===== config.mk =====
export PLATFORM = sky130hd
export DESIGN_NAME = four_class_priority_queue
export DESIGN_NICKNAME = d
export VERILOG_FILES = /design/src/rtl/core/fcpq_pkg.sv /design/src/rtl/core/fcpq_front.sv /design/src/rtl/core/fcpq_cmd_fifo.sv /design/src/rtl/core/fcpq_back.sv /design/src/rtl/core/four_class_priority_queue.sv
export SDC_FILE = /design/constraint.sdc
export NUM_CORES = 2
export LEC_CHECK = 0
export BUFFER_PORTS_ARGS = -buffer_cell sky130_fd_sc_hd__buf_2
export CORE_MARGIN = 2
export CORE_UTILIZATION = 44
export DETAILED_ROUTE_END_ITERATION = 8
export SETUP_SLACK_MARGIN = 0.05
export SLEW_MARGIN = 20
export SYNTH_ARGS = -nofsm -noshare
export SYNTH_HDL_FRONTEND = slang
export SYNTH_SLANG_ARGS = --single-unit

===== constraint.sdc =====
create_clock -name clk_i -period 5.25 [get_ports clk_i]
set_input_delay 0.2625 -clock clk_i [delete_from_list [all_inputs] [get_ports clk_i]]
set_output_delay 0.2625 -clock clk_i [all_outputs]
set_load 0.1 [all_outputs]

===== src/rtl/core/fcpq_pkg.sv =====
// Shared types and constants of the four-class priority queue.
package fcpq_pkg;

  localparam int unsigned NUM_CLASSES  = 4;
  localparam int unsigned CLASS_W      = 2;
  localparam int unsigned TICKET_W     = 16;
  localparam int unsigned TIME_W       = 11;
  localparam int unsigned MIN_PER_HOUR = 60;
  localparam int unsigned COUNT_W      = 16;
  localparam logic [COUNT_W-1:0] COUNT_MAX = {COUNT_W{1'b1}};

  typedef enum logic [1:0] {
    ACT_ARRIVE = 2'd0,
    ACT_SERVE  = 2'd1,
    ACT_QUERY  = 2'd2,
    ACT_UNUSED = 2'd3
  } action_e;

  typedef enum logic [2:0] {
    ST_QUEUED    = 3'd0,
    ST_DROPPED   = 3'd1,
    ST_BAD_CLASS = 3'd2,
    ST_SERVED    = 3'd3,
    ST_NONE      = 3'd4,
    ST_QUERY     = 3'd5
  } status_e;

  // Classified command handed from the front to the back.
  typedef enum logic [1:0] {
    OP_ARRIVE = 2'd0,
    OP_SERVE  = 2'd1,
    OP_QUERY  = 2'd2,
    OP_BAD    = 2'd3
  } op_e;

  typedef struct packed {
    action_e     action;
    logic [15:0] ticket;
    logic [2:0]  priority_class;
    logic [4:0]  hour;
    logic [5:0]  minute;
  } in_t;

  typedef struct packed {
    status_e            status_code;
    logic [15:0]        served_ticket;
    logic [1:0]         served_class;
    logic signed [11:0] wait_minutes;
    logic [4:0]         queue_length;
    logic [15:0]        class_served;
    logic [15:0]        total_served;
    logic [6:0]         peak_occupancy;
    logic [10:0]        max_wait;
  } out_t;

  typedef struct packed {
    op_e                 op;
    logic [CLASS_W-1:0]  cls;
    logic [TICKET_W-1:0] ticket;
    logic [TIME_W-1:0]   minutes;
  } cmd_t;

endpackage


===== src/rtl/core/fcpq_front.sv =====
// Front end: takes input beats, converts time to minutes, classifies.
module fcpq_front import fcpq_pkg::*; (
  input  logic in_valid_i,
  output logic in_ready_o,
  input  in_t  in_i,
  output logic cmd_valid_o,
  input  logic cmd_ready_i,
  output cmd_t cmd_o
);

  logic unused_act;
  logic bad_cls;

  // Action three is swallowed here and never reaches the back.
  assign unused_act  = (in_i.action == ACT_UNUSED);
  assign bad_cls     = in_i.priority_class[2];
  assign in_ready_o  = cmd_ready_i || unused_act;
  assign cmd_valid_o = in_valid_i && !unused_act;

  always_comb begin
    cmd_o.cls     = in_i.priority_class[CLASS_W-1:0];
    cmd_o.ticket  = in_i.ticket;
    cmd_o.minutes = TIME_W'(in_i.hour) * TIME_W'(MIN_PER_HOUR) + TIME_W'(in_i.minute);
    case (in_i.action)
      ACT_ARRIVE: cmd_o.op = bad_cls ? OP_BAD : OP_ARRIVE;
      ACT_SERVE:  cmd_o.op = OP_SERVE;
      ACT_QUERY:  cmd_o.op = bad_cls ? OP_BAD : OP_QUERY;
      default:    cmd_o.op = OP_BAD;
    endcase
  end

endmodule


===== src/rtl/core/fcpq_cmd_fifo.sv =====
// Two-entry command queue between front and back.
module fcpq_cmd_fifo import fcpq_pkg::*; (
  input  logic clk_i,
  input  logic rst_ni,
  input  logic push_valid_i,
  output logic push_ready_o,
  input  cmd_t push_i,
  output logic pop_valid_o,
  input  logic pop_ready_i,
  output cmd_t pop_o
);

  cmd_t       slot_q [2];
  logic       wr_ptr_q, wr_ptr_d;
  logic       rd_ptr_q, rd_ptr_d;
  logic [1:0] cnt_q, cnt_d;
  logic       push, pop;

  assign push_ready_o = (cnt_q != 2'd2);
  assign pop_valid_o  = (cnt_q != 2'd0);
  assign pop_o        = slot_q[rd_ptr_q];
  assign push         = push_valid_i && push_ready_o;
  assign pop          = pop_valid_o && pop_ready_i;

  always_comb begin
    wr_ptr_d = push ? ~wr_ptr_q : wr_ptr_q;
    rd_ptr_d = pop ? ~rd_ptr_q : rd_ptr_q;
    cnt_d    = cnt_q + 2'(push) - 2'(pop);
  end

  always_ff @(posedge clk_i or negedge rst_ni) begin
    if (!rst_ni) begin
      wr_ptr_q <= 1'b0;
      rd_ptr_q <= 1'b0;
      cnt_q    <= 2'd0;
    end else begin
      wr_ptr_q <= wr_ptr_d;
      rd_ptr_q <= rd_ptr_d;
      cnt_q    <= cnt_d;
    end
  end

  always_ff @(posedge clk_i) begin
    if (push) begin
      slot_q[wr_ptr_q] <= push_i;
    end
  end

endmodule


===== src/rtl/core/fcpq_back.sv =====
// Back end: class queues in an entry memory, statistics, result register.
module fcpq_back import fcpq_pkg::*; #(
  parameter int unsigned QUEUE_DEPTH = 16,
  parameter int unsigned TICKET_BITS = 16
) (
  input  logic clk_i,
  input  logic rst_ni,
  input  logic cmd_valid_i,
  output logic cmd_ready_o,
  input  cmd_t cmd_i,
  output logic out_valid_o,
  input  logic out_ready_i,
  output out_t out_o
);

  localparam int unsigned PTR_W     = $clog2(QUEUE_DEPTH);
  localparam int unsigned CNT_W     = $clog2(QUEUE_DEPTH + 1);
  localparam int unsigned TOT_W     = CNT_W + 2;
  localparam int unsigned TKT_W     = (TICKET_BITS < TICKET_W) ? TICKET_BITS : TICKET_W;
  localparam int unsigned ENTRY_W   = TKT_W + TIME_W;
  localparam int unsigned ADDR_W    = PTR_W + CLASS_W;
  localparam int unsigned MEM_DEPTH = NUM_CLASSES << PTR_W;

  localparam logic S_EXEC = 1'b0;
  localparam logic S_READ = 1'b1;

  logic [PTR_W-1:0]   head_q [NUM_CLASSES];
  logic [PTR_W-1:0]   head_d [NUM_CLASSES];
  logic [PTR_W-1:0]   tail_q [NUM_CLASSES];
  logic [PTR_W-1:0]   tail_d [NUM_CLASSES];
  logic [CNT_W-1:0]   cnt_q  [NUM_CLASSES];
  logic [CNT_W-1:0]   cnt_d  [NUM_CLASSES];
  logic [COUNT_W-1:0] served_q [NUM_CLASSES];
  logic [COUNT_W-1:0] served_d [NUM_CLASSES];
  logic [COUNT_W-1:0] total_q, total_d;
  logic [TOT_W-1:0]   peak_q, peak_d;
  logic [TIME_W-1:0]  wpeak_q, wpeak_d;
  logic               state_q, state_d;
  logic [CLASS_W-1:0] pick_q, pick_d;
  logic [TIME_W-1:0]  now_q, now_d;

  logic [ENTRY_W-1:0] mem_q [MEM_DEPTH];
  logic [ENTRY_W-1:0] rdata_q;
  logic               mem_we, mem_re;
  logic [ADDR_W-1:0]  mem_waddr, mem_raddr;
  logic [ENTRY_W-1:0] mem_wdata;

  logic               out_valid_q;
  out_t               out_q;
  out_t               res;
  logic               load_out;
  logic               out_free;
  logic               fire;

  logic               any_waiting;
  logic [CLASS_W-1:0] pick_cls;
  logic [TOT_W-1:0]   occ_total;
  logic [TOT_W-1:0]   occ_next;
  logic [11:0]        wait_val;

  assign out_free    = !out_valid_q || out_ready_i;
  assign cmd_ready_o = (state_q == S_EXEC) && out_free;
  assign fire        = cmd_valid_i && cmd_ready_o;
  assign out_valid_o = out_valid_q;
  assign out_o       = out_q;

  // Strict priority: lowest non-empty class wins.
  always_comb begin
    any_waiting = 1'b0;
    pick_cls    = '0;
    for (int c = NUM_CLASSES - 1; c >= 0; c--) begin
      if (cnt_q[c] != '0) begin
        any_waiting = 1'b1;
        pick_cls    = CLASS_W'(c);
      end
    end
  end

  always_comb begin
    occ_total = '0;
    for (int c = 0; c < NUM_CLASSES; c++) begin
      occ_total = occ_total + TOT_W'(cnt_q[c]);
    end
    occ_next = occ_total + 1'b1;
  end

  assign wait_val = 12'(now_q) - 12'(rdata_q[TIME_W-1:0]);

  always_comb begin
    head_d    = head_q;
    tail_d    = tail_q;
    cnt_d     = cnt_q;
    served_d  = served_q;
    total_d   = total_q;
    peak_d    = peak_q;
    wpeak_d   = wpeak_q;
    state_d   = state_q;
    pick_d    = pick_q;
    now_d     = now_q;
    mem_we    = 1'b0;
    mem_re    = 1'b0;
    mem_waddr = {cmd_i.cls, tail_q[cmd_i.cls]};
    mem_raddr = {pick_cls, head_q[pick_cls]};
    mem_wdata = {cmd_i.ticket[TKT_W-1:0], cmd_i.minutes};
    load_out  = 1'b0;
    res       = '0;

    if (state_q == S_READ) begin
      if (out_free) begin
        if ($signed(wait_val) > $signed({1'b0, wpeak_q})) begin
          wpeak_d = wait_val[TIME_W-1:0];
        end
        res.status_code   = ST_SERVED;
        res.served_ticket = TICKET_W'(rdata_q[ENTRY_W-1:TIME_W]);
        res.served_class  = pick_q;
        res.wait_minutes  = $signed(wait_val);
        load_out          = 1'b1;
        state_d           = S_EXEC;
      end
    end else if (fire) begin
      case (cmd_i.op)
        OP_ARRIVE: begin
          load_out = 1'b1;
          if (cnt_q[cmd_i.cls] == CNT_W'(QUEUE_DEPTH)) begin
            res.status_code = ST_DROPPED;
          end else begin
            mem_we = 1'b1;
            tail_d[cmd_i.cls] = (tail_q[cmd_i.cls] == PTR_W'(QUEUE_DEPTH - 1)) ?
                                '0 : tail_q[cmd_i.cls] + 1'b1;
            cnt_d[cmd_i.cls]  = cnt_q[cmd_i.cls] + 1'b1;
            if (occ_next > peak_q) begin
              peak_d = occ_next;
            end
            res.status_code = ST_QUEUED;
          end
        end
        OP_SERVE: begin
          if (!any_waiting) begin
            res.status_code = ST_NONE;
            load_out        = 1'b1;
          end else begin
            mem_re = 1'b1;
            head_d[pick_cls] = (head_q[pick_cls] == PTR_W'(QUEUE_DEPTH - 1)) ?
                               '0 : head_q[pick_cls] + 1'b1;
            cnt_d[pick_cls]  = cnt_q[pick_cls] - 1'b1;
            if (served_q[pick_cls] != COUNT_MAX) begin
              served_d[pick_cls] = served_q[pick_cls] + 1'b1;
            end
            if (total_q != COUNT_MAX) begin
              total_d = total_q + 1'b1;
            end
            pick_d  = pick_cls;
            now_d   = cmd_i.minutes;
            state_d = S_READ;
          end
        end
        OP_QUERY: begin
          res.status_code  = ST_QUERY;
          res.queue_length = 5'(cnt_q[cmd_i.cls]);
          res.class_served = served_q[cmd_i.cls];
          load_out         = 1'b1;
        end
        default: begin
          res.status_code = ST_BAD_CLASS;
          load_out        = 1'b1;
        end
      endcase
    end

    // Global statistics after this beat's update.
    res.total_served   = total_d;
    res.peak_occupancy = 7'(peak_d);
    res.max_wait       = wpeak_d;
  end

  always_ff @(posedge clk_i or negedge rst_ni) begin
    if (!rst_ni) begin
      for (int c = 0; c < NUM_CLASSES; c++) begin
        head_q[c]   <= '0;
        tail_q[c]   <= '0;
        cnt_q[c]    <= '0;
        served_q[c] <= '0;
      end
      total_q     <= '0;
      peak_q      <= '0;
      wpeak_q     <= '0;
      state_q     <= S_EXEC;
      out_valid_q <= 1'b0;
    end else begin
      head_q   <= head_d;
      tail_q   <= tail_d;
      cnt_q    <= cnt_d;
      served_q <= served_d;
      total_q  <= total_d;
      peak_q   <= peak_d;
      wpeak_q  <= wpeak_d;
      state_q  <= state_d;
      if (load_out) begin
        out_valid_q <= 1'b1;
      end else if (out_ready_i) begin
        out_valid_q <= 1'b0;
      end
    end
  end

  always_ff @(posedge clk_i) begin
    pick_q <= pick_d;
    now_q  <= now_d;
    if (load_out) begin
      out_q <= res;
    end
  end

  // Entry memory: one write and one registered read port.
  always_ff @(posedge clk_i) begin
    if (mem_we) begin
      mem_q[mem_waddr] <= mem_wdata;
    end
    if (mem_re) begin
      rdata_q <= mem_q[mem_raddr];
    end
  end

endmodule


===== src/rtl/core/four_class_priority_queue.sv =====
// Top level of the four-class strict priority queue.
//
// Four FIFO ticket queues (classes V, A, D, B = 0..3, class 0 highest) share
// one entry memory of 4 x QUEUE_DEPTH entries holding ticket and arrival time
// in minutes. Each input beat is an arrival, a serve or a query; every beat
// except action three yields exactly one result beat carrying the global
// statistics after that beat's update. Arrivals to a full class queue are
// dropped (status dropped), unknown classes report bad class, serves pick the
// head of the lowest-numbered non-empty queue and report the signed wait.
// Served counters saturate at 65535. The front converts time and classifies
// in the cycle the beat is accepted and hands it through a two-entry command
// queue to the back. The back retires an arrival, a query, a bad-class beat
// or a serve with nothing waiting in the cycle it takes the beat; a serve
// that finds an entry then waits in a read state for the registered read of
// the entry memory. A result held in the output register does not stop the
// front from taking beats until the command queue fills. The entry memory
// needs no clearing after reset, so beats are accepted from the first cycle.
module four_class_priority_queue import fcpq_pkg::*; #(
  parameter int unsigned QUEUE_DEPTH = 16,
  parameter int unsigned TICKET_BITS = 16
) (
  input  logic clk_i,
  input  logic rst_ni,
  input  logic in_valid_i,
  output logic in_ready_o,
  input  in_t  in_i,
  output logic out_valid_o,
  input  logic out_ready_i,
  output out_t out_o
);

  logic fr_valid, fr_ready;
  cmd_t fr_cmd;
  logic bk_valid, bk_ready;
  cmd_t bk_cmd;

  fcpq_front u_front (
    .in_valid_i  (in_valid_i),
    .in_ready_o  (in_ready_o),
    .in_i        (in_i),
    .cmd_valid_o (fr_valid),
    .cmd_ready_i (fr_ready),
    .cmd_o       (fr_cmd)
  );

  fcpq_cmd_fifo u_cmd_fifo (
    .clk_i        (clk_i),
    .rst_ni       (rst_ni),
    .push_valid_i (fr_valid),
    .push_ready_o (fr_ready),
    .push_i       (fr_cmd),
    .pop_valid_o  (bk_valid),
    .pop_ready_i  (bk_ready),
    .pop_o        (bk_cmd)
  );

  fcpq_back #(
    .QUEUE_DEPTH (QUEUE_DEPTH),
    .TICKET_BITS (TICKET_BITS)
  ) u_back (
    .clk_i       (clk_i),
    .rst_ni      (rst_ni),
    .cmd_valid_i (bk_valid),
    .cmd_ready_o (bk_ready),
    .cmd_i       (bk_cmd),
    .out_valid_o (out_valid_o),
    .out_ready_i (out_ready_i),
    .out_o       (out_o)
  );

endmodule


### After elaboration in Yosys (flattened, before gate mapping)

Memories as Yosys holds them, arrays and structs flattened. A register that Yosys moved wholly into a read port is not among the register bits.
Cells that the tools add are included.

* multipliers: 1
* mux-type cells: 89
* equality and inequality tests: 13
* $add $sub $neg: 14
* magnitude comparators: 6
* reduce and logical (&&, ||, !) cells: 25
* bitwise logic cells: 8

Operator list (count)
* 16-bit 2-to-1 mux: 10
* 16-bit binary-select mux with 2-bit select: 2
* 64-bit bitwise mux: 1
* 20-bit bitwise mux: 2
* 20-bit 2-to-1 mux: 2
* 20-bit one-hot mux with 2 select lines: 1
* 7-bit 2-to-1 mux: 5
* 11-bit 2-to-1 mux: 3
* 16-bit by 1-bit adder with 16-bit output (second input constant): 2
* 16-bit bitwise mux: 2
* 16-bit demux with 2-bit select: 1
* 32-bit 2-to-1 mux: 1
* 4-bit 2-to-1 mux: 8
* 16-bit inequality test (second input constant): 2
* 5-bit 2-to-1 mux: 6
* 1-bit 2-to-1 mux: 27
* 5-bit binary-select mux with 2-bit select: 2
* 5-bit demux with 2-bit select: 2
* 5-bit nonzero test: 4
* 4-bit binary-select mux with 2-bit select: 2
* 4-bit demux with 2-bit select: 2
* 7-bit by 5-bit adder with 7-bit output: 2
* 12-bit greater-than comparator: 1
* 11-bit by 11-bit subtractor with 12-bit output: 1
* other kinds (33): 65

* memory bits (writable): 1790
* memories: 2
* word-level logic and storage cells: 193
* bits of input ports: 36
* flip-flop bits (word level): 257

Memories
* u_back.mem_q: words 64, width 27, rd ports 1, clocked after Yosys merged registers in 1, wr ports 1, line fcpq_back.sv:42 `logic [ENTRY_W-1:0] mem_q [MEM_DEPTH];`
* u_cmd_fifo.slot_q: words 2, width 31, rd ports 1, clocked after Yosys merged registers in 0, wr ports 1, line fcpq_cmd_fifo.sv:13 `cmd_t slot_q [2];`

### Longest topological paths before layout

* word-level depth: 13
* depth in mapped cells: 21

### By module

A second synthesis with hierarchy kept.

* cells, all modules: 5808
* area total of the unflattened synthesis: 83500.1 µm²

Modules (own cells, without submodules)
* fcpq_back: area an instance 80176.9 µm², cells each 5595, sequential area each 59537.1 µm², instances 1
* fcpq_cmd_fifo: area an instance 2469.9 µm², cells each 114, sequential area each 1961.9 µm², instances 1
* fcpq_front: area an instance 853.3 µm², cells each 99, sequential area each 0.0 µm², instances 1

### Worst setup path after synthesis

No wires, ideal clock.

* path kind: reg2reg
* start: register u_cmd_fifo.rd_ptr_q
* end: memory u_back.mem_q[48][0] (netlist bit) (enable)
* cell stages (with the launch flop): 14
* clock period less this slack: 4.892 ns
* setup time: 0.445 ns
* buffers on the path: 4
* setup slack: 0.358 ns
* arrival time: 4.447 ns
* path through: dfrtp_1 buf_2 mux2i_1 clkbuf_1 mux4_2 inv_1 ha_1 nand3_1 and2_1 nor2b_1 buf_2 nand2_1 clkbuf_1 nor3_1

* longest elaborated chain between the ends: 12

Ends and longest elaborated chain
* from (decl): line fcpq_cmd_fifo.sv:15 `logic rd_ptr_q, rd_ptr_d;`
* from (signal assigned): line fcpq_cmd_fifo.sv:38 `rd_ptr_q <= rd_ptr_d;`
* memory 2 x 31 bit (*)
* 2-bit NOT with 3-bit output (not written as such): line fcpq_back.sv:102, fcpq_back.sv:124
* 5-bit binary-select mux with 2-bit select: line fcpq_back.sv:124 `if (cnt_q[cmd_i.cls] == CNT_W'(QUEUE_DEPTH)) begin`
* 5-bit 2-to-1 mux (not written as such) (2 in a row): line fcpq_back.sv:124
* 5-bit equality test: line fcpq_back.sv:124
* 1-bit 2-to-1 mux: line fcpq_back.sv:124
* 1-bit 2-to-1 mux: line fcpq_back.sv:121 `case (cmd_i.op)`
* 1-bit 2-to-1 mux: line fcpq_back.sv:120 `end else if (fire) begin`
* 1-bit 2-to-1 mux: line fcpq_back.sv:108 `if (state_q == S_READ) begin`
* 1-bit 2-to-1 mux: line fcpq_back.sv:216 `if (mem_we) begin`
* 1-bit 2-to-1 mux (not written as such): line fcpq_back.sv:217 `mem_q[mem_waddr] <= mem_wdata;`
* to (decl): line fcpq_back.sv:42

Mark *: on every way between the ends. The rest lies on a longest branch, timed or not. The select of a mux whose other input is x is not followed.

### Worst setup path in the final report

* start: register u_back.cnt_q[6] (netlist bit)
* end: register u_back.rdata_q[16], read port of u_back.mem_q, data pin

* longest elaborated chain between the ends: 8

Ends and longest elaborated chain
* from (decl): line fcpq_back.sv:31 `logic [CNT_W-1:0] cnt_q [NUM_CLASSES];`
* from (signal assigned): line fcpq_back.sv:192 `cnt_q <= cnt_d;`
* 5-bit nonzero test (*): line fcpq_back.sv:72 `if (cnt_q[c] != '0) begin`
* 2-bit 2-to-1 mux / 1-bit 2-to-1 mux (equally long branches) (3 in a row): line fcpq_back.sv:72
* 2-bit NOT with 3-bit output (not written as such) / 1-bit 2-to-1 mux (equally long branches): line fcpq_back.sv:103, fcpq_back.sv:138
* 4-bit binary-select mux with 2-bit select / 1-bit 2-to-1 mux (equally long branches): line fcpq_back.sv:103, fcpq_back.sv:121
* 4-bit 2-to-1 mux (not written as such) / 1-bit 2-to-1 mux (equally long branches): line fcpq_back.sv:103, fcpq_back.sv:120
* 4-bit 2-to-1 mux (not written as such) / 1-bit 2-to-1 mux (equally long branches): line fcpq_back.sv:103, fcpq_back.sv:108
* to (decl): line fcpq_back.sv:43 `logic [ENTRY_W-1:0] rdata_q;`

Marked as above.
A chain may end at the register's enable or synchronous reset.

==> flow_summary.yaml <==
critical_path:
  reg2reg_path_depth: 11
  cp-startpoint: "u_back.cnt_q[6]$_DFFE_PN0P_"
  r2r-start: "u_back.cnt_q[6]$_DFFE_PN0P_"
  crit_buf_inv: 2
  reg2reg_to: "u_back.rdata_q[16]$_DFFE_PP_"
  timing.critical_path.from_type: "flip-flop"
  critical_path.max_stage_delay_ns: 0.82
  path_max_fanout: 11
  end_kind: "flip-flop"
  slowest_stage: "sky130_fd_sc_hd__o32ai_4"
  crit_chain: "or3_1 > nor2_2 > nand2_1 > o221a_2 > o32ai_4 > buf_4 > buf_4 > o221ai_1 > a31oi_1 > nor3_1 > or4_1"
  worst_ep_arrival_time_ns: 5.38
  timing_worst_setup_path_type: "reg2reg"
  regToRegSetupSlack_ns: 0.45
  cp_top_family: "compound AO/OA/AOI/OAI gates"
  worst_path_most_repeated_cell: "sky130_fd_sc_hd__buf_4"
  worstPathRequired_ns: 5.83
clock_network:
  tritoncts.num_buffers: 208
  clk_path_buf_depth: 3
  cts_htree_levels: 4
  cts-root-buf: "sky130_fd_sc_hd__clkbuf_16"
  postCtsHoldBufs: 32
  cts.sinks: 2074
  cts.repair.resized: 0
  tritoncts: "built"
  post_cts_setup_buffer_count: 0
  worst_setup_hold_path_clk_slew_ns: 0.06
  clkLatencyLatePin_ns: 0.86
sta:
  tightest_slew_ns: 1.11
  worst_hold_slack_ns: 0.0510
  rsz0062_at_grt: "false"
  worst_slew_margin_rel: 0.256
  final_period_minus_worst_setup_slack_ns: 4.80
  worst_clock_skew_ns: 0.0419
  final.setup.worst_slack_ns: 0.448
  fin_crit_sh: 0.915
  timing.final.hold_violations: 0
  fmax_ghz: 0.208
  fin_setup_tns_ns: 0
  final_max_slew_viol_count: 0
  final_setup_vio_count: 0
synthesis:
  synth_top_area_cell: "sky130_fd_sc_hd__edfxtp_1"
  yosysWarnings: 0
  synthesized_netlist_net_count: 6262
  synth.yosys.seq_area_share: 0.726
  synth_enable_flop_cells: 1918
  dominant_cells_by_area_after_synthesis: "sky130_fd_sc_hd__edfxtp_1 (68%), sky130_fd_sc_hd__nand2_1 (6.0%), sky130_fd_sc_hd__dfrtp_1 (4.6%), sky130_fd_sc_hd__nand3_1 (4.4%), sky130_fd_sc_hd__mux2i_1 (2.6%)"
  postSynth.asyncResetShare: 0.0752
  avgSynthCellArea_sq_um: 13.8
  synthDominantCellAreaShare: 0.680
  syn_inst: 6144
  dominantRegCellSynth: "sky130_fd_sc_hd__edfxtp_1"
  yosys_register_bits: 2074
  syn_area_sq_mm: 0.0847
  ys_types: 83
  synth_most_common_cell: "sky130_fd_sc_hd__edfxtp_1"
  yosys-top-cells-count: "sky130_fd_sc_hd__edfxtp_1 (1918), sky130_fd_sc_hd__nand2_1 (1364), sky130_fd_sc_hd__nand3_1 (738), sky130_fd_sc_hd__mux2i_1 (222), sky130_fd_sc_hd__a31oi_1 (186)"
pwr:
  vdd_ir_drop_max_mv: 0.748
  cellLeakagePower_uw: 0.0342
  power_per_cell_area_mw_per_mm2: 701
routing:
  route.final.wire_length_um: 246000
  post-route-drc-count: 0
  drtIter0Drc: 6023
  dr_total_vias: 53342
  routed_via_density: 5.83
  drt_first_pass_iters: 8
  wl_per_cell_um: 26.9
  drtAntennaViolNets: 0
placed_design:
  pre_cts_slack_ns: 0.648
  globalplace.congestion: 0.872
  dp.final_hpwl_um: 141000
  port-buffer-count: 125
final_layout:
  syn_to_final_growth_pct: 14.2
  drive_above_1_share: 0.147
  layout.core_utilization: 0.504
  area_used_by_sequential_logic_in_the_layout_sq_mm: 0.0615
  final_layout_fill_cell_count: 16077
  multi_input_comb_area_sq_mm: 0.0215
  post_layout_nets: 6554
floorplan:
  boundaryPins: 126
  floorplan.initialDensity: 0.441
  die-area_sq_mm: 0.196
  chipHeight_um: 443
  placement_rows: 161
  placeable_core_region_sq_mm: 0.192
  die_width_um: 443
global_routing:
  grt_max_degree: 113
  grt_util_all_layers: 0.246
  overflow: 0
  grt_pass1_vias: 51736
  antenna_found_initial: 22
  grt_pass1_wl_um: 356000
status:
  status: "finished, final reports clean"
flow_run:
  max-cap-violations: 0
hold_path:
  hold_path_class: "in2async"
## where the power goes
part	switching [uW]	total, uW	internal, uW
Sequential	610	21800	21200
Clock	6280	14300	8060
Combinational	22600	31600	9050
Total	29500	67800	38300
## metal layers
metal  routed length (um)  global-route usage  part of all wire
met1                99200               0.331              0.40
met4                10700               0.110             0.044
met3                19600              0.0398             0.080
met2               116000               0.397              0.47
met5                    8                   0          0.000033
## cells in the final DEF, fill, tap and decap left out, types with 51 or more instances in the layout
cell and n:
sky130_fd_sc_hd__o221ai_1 108, sky130_fd_sc_hd__mux2_2 124, sky130_fd_sc_hd__ha_1 67, sky130_fd_sc_hd__nand3_1 738, sky130_fd_sc_hd__a31oi_1 186, sky130_fd_sc_hd__nor2_2 51, sky130_fd_sc_hd__nor2_1 58, sky130_fd_sc_hd__buf_4 246
sky130_fd_sc_hd__edfxtp_1 1918, sky130_fd_sc_hd__nand2_1 1362, sky130_fd_sc_hd__clkinv_2 51, sky130_fd_sc_hd__inv_1 90, sky130_fd_sc_hd__nor3_1 63, sky130_fd_sc_hd__clkbuf_16 211, sky130_fd_sc_hd__mux2i_1 222, sky130_fd_sc_hd__buf_2 124
sky130_fd_sc_hd__dfrtp_1 156, sky130_fd_sc_hd__a21oi_1 94
## worst register-to-register path, cell delays in order, from the launching register on
cell and delay, ns:
sky130_fd_sc_hd__dfrtp_1 0.46, sky130_fd_sc_hd__or3_1 0.50, sky130_fd_sc_hd__nor2_2 0.29, sky130_fd_sc_hd__nand2_1 0.17, sky130_fd_sc_hd__o221a_2 0.30, sky130_fd_sc_hd__o32ai_4 0.82, sky130_fd_sc_hd__buf_4 0.37, sky130_fd_sc_hd__buf_4 0.27
sky130_fd_sc_hd__o221ai_1 0.16, sky130_fd_sc_hd__a31oi_1 0.50, sky130_fd_sc_hd__nor3_1 0.20, sky130_fd_sc_hd__or4_1 0.49
## kinds of logic (layout without fill, tap and decap cells)
logic type | Yosys count | count (layout) | share of synthesized area
and+or+nand+nor | 2511 | 2511 | 0.132
DFF | 2074 | 2074 | 0.726
AOI/OAI and AO/OA | 585 | 585 | 0.0482
buffers and inverters | 457 | 921 | 0.0237
muxes | 374 | 374 | 0.0498
adders and majority gates | 82 | 82 | 0.0134
xor gates and xnor gates | 61 | 61 | 0.00631
other | 0 | 16 | 0
## per-stage QoR
step           instances  area, sq um  power, uW
2_1_floorplan       6144        84700      42000
3_3_place_gp        8720        89800      53300
3_5_place_dp        8720        89800      53500
4_1_cts             9134        96700      67800
5_1_grt             9142        96700      70800
6_report            9150        96700      67800
## cell type report
type / instances / area share
clock inverters: 126 / 0.0105
repair buffers: 446 / 0.0377
diodes: 16 / 0.000414
clock buffers: 256 / 0.0568
well taps: 2526 / 0.0327
inverters: 93 / 0.00385
flip-flops and latches: 2074 / 0.636
multi-input cells: 3613 / 0.222
## flip-flops by register name (all words and copies together) (netlist names)
register and count:
u_back.state_q 1, u_back.total_q 16, u_back.peak_q 7, u_back.mem_q 1728, u_back.tail_q 16, u_cmd_fifo.cnt_q 2, u_cmd_fifo.wr_ptr_q 1, u_back.cnt_q 20
u_back.now_q 11, u_back.served_q 64, u_back.wpeak_q 11, u_cmd_fifo.slot_q 62, u_back.out_valid_o 1, u_cmd_fifo.rd_ptr_q 1, u_back.rdata_q 27, u_back.out_o 88
u_back.pick_q 2, u_back.head_q 16
## how the worst max path moves through the flow
| stage | to | slack [ns] | depth (start not counted) |
|---|---|---|---|
| after floorplan | u_back.mem_q[48][0]$_DFFE_PP_ | 0.36 | 13 |
| after global placement | u_back.rdata_q[16]$_DFFE_PP_ | 0.69 | 11 |
| after detailed placement | u_back.rdata_q[16]$_DFFE_PP_ | 0.65 | 11 |
| after CTS | u_back.rdata_q[16]$_DFFE_PP_ | 0.61 | 11 |
| after global routing | u_back.out_o[13]$_DFFE_PP_ | 0.44 | 18 |
| final | u_back.rdata_q[16]$_DFFE_PP_ | 0.45 | 11 |
Note: power is estimated with default switching activity, not from simulation.
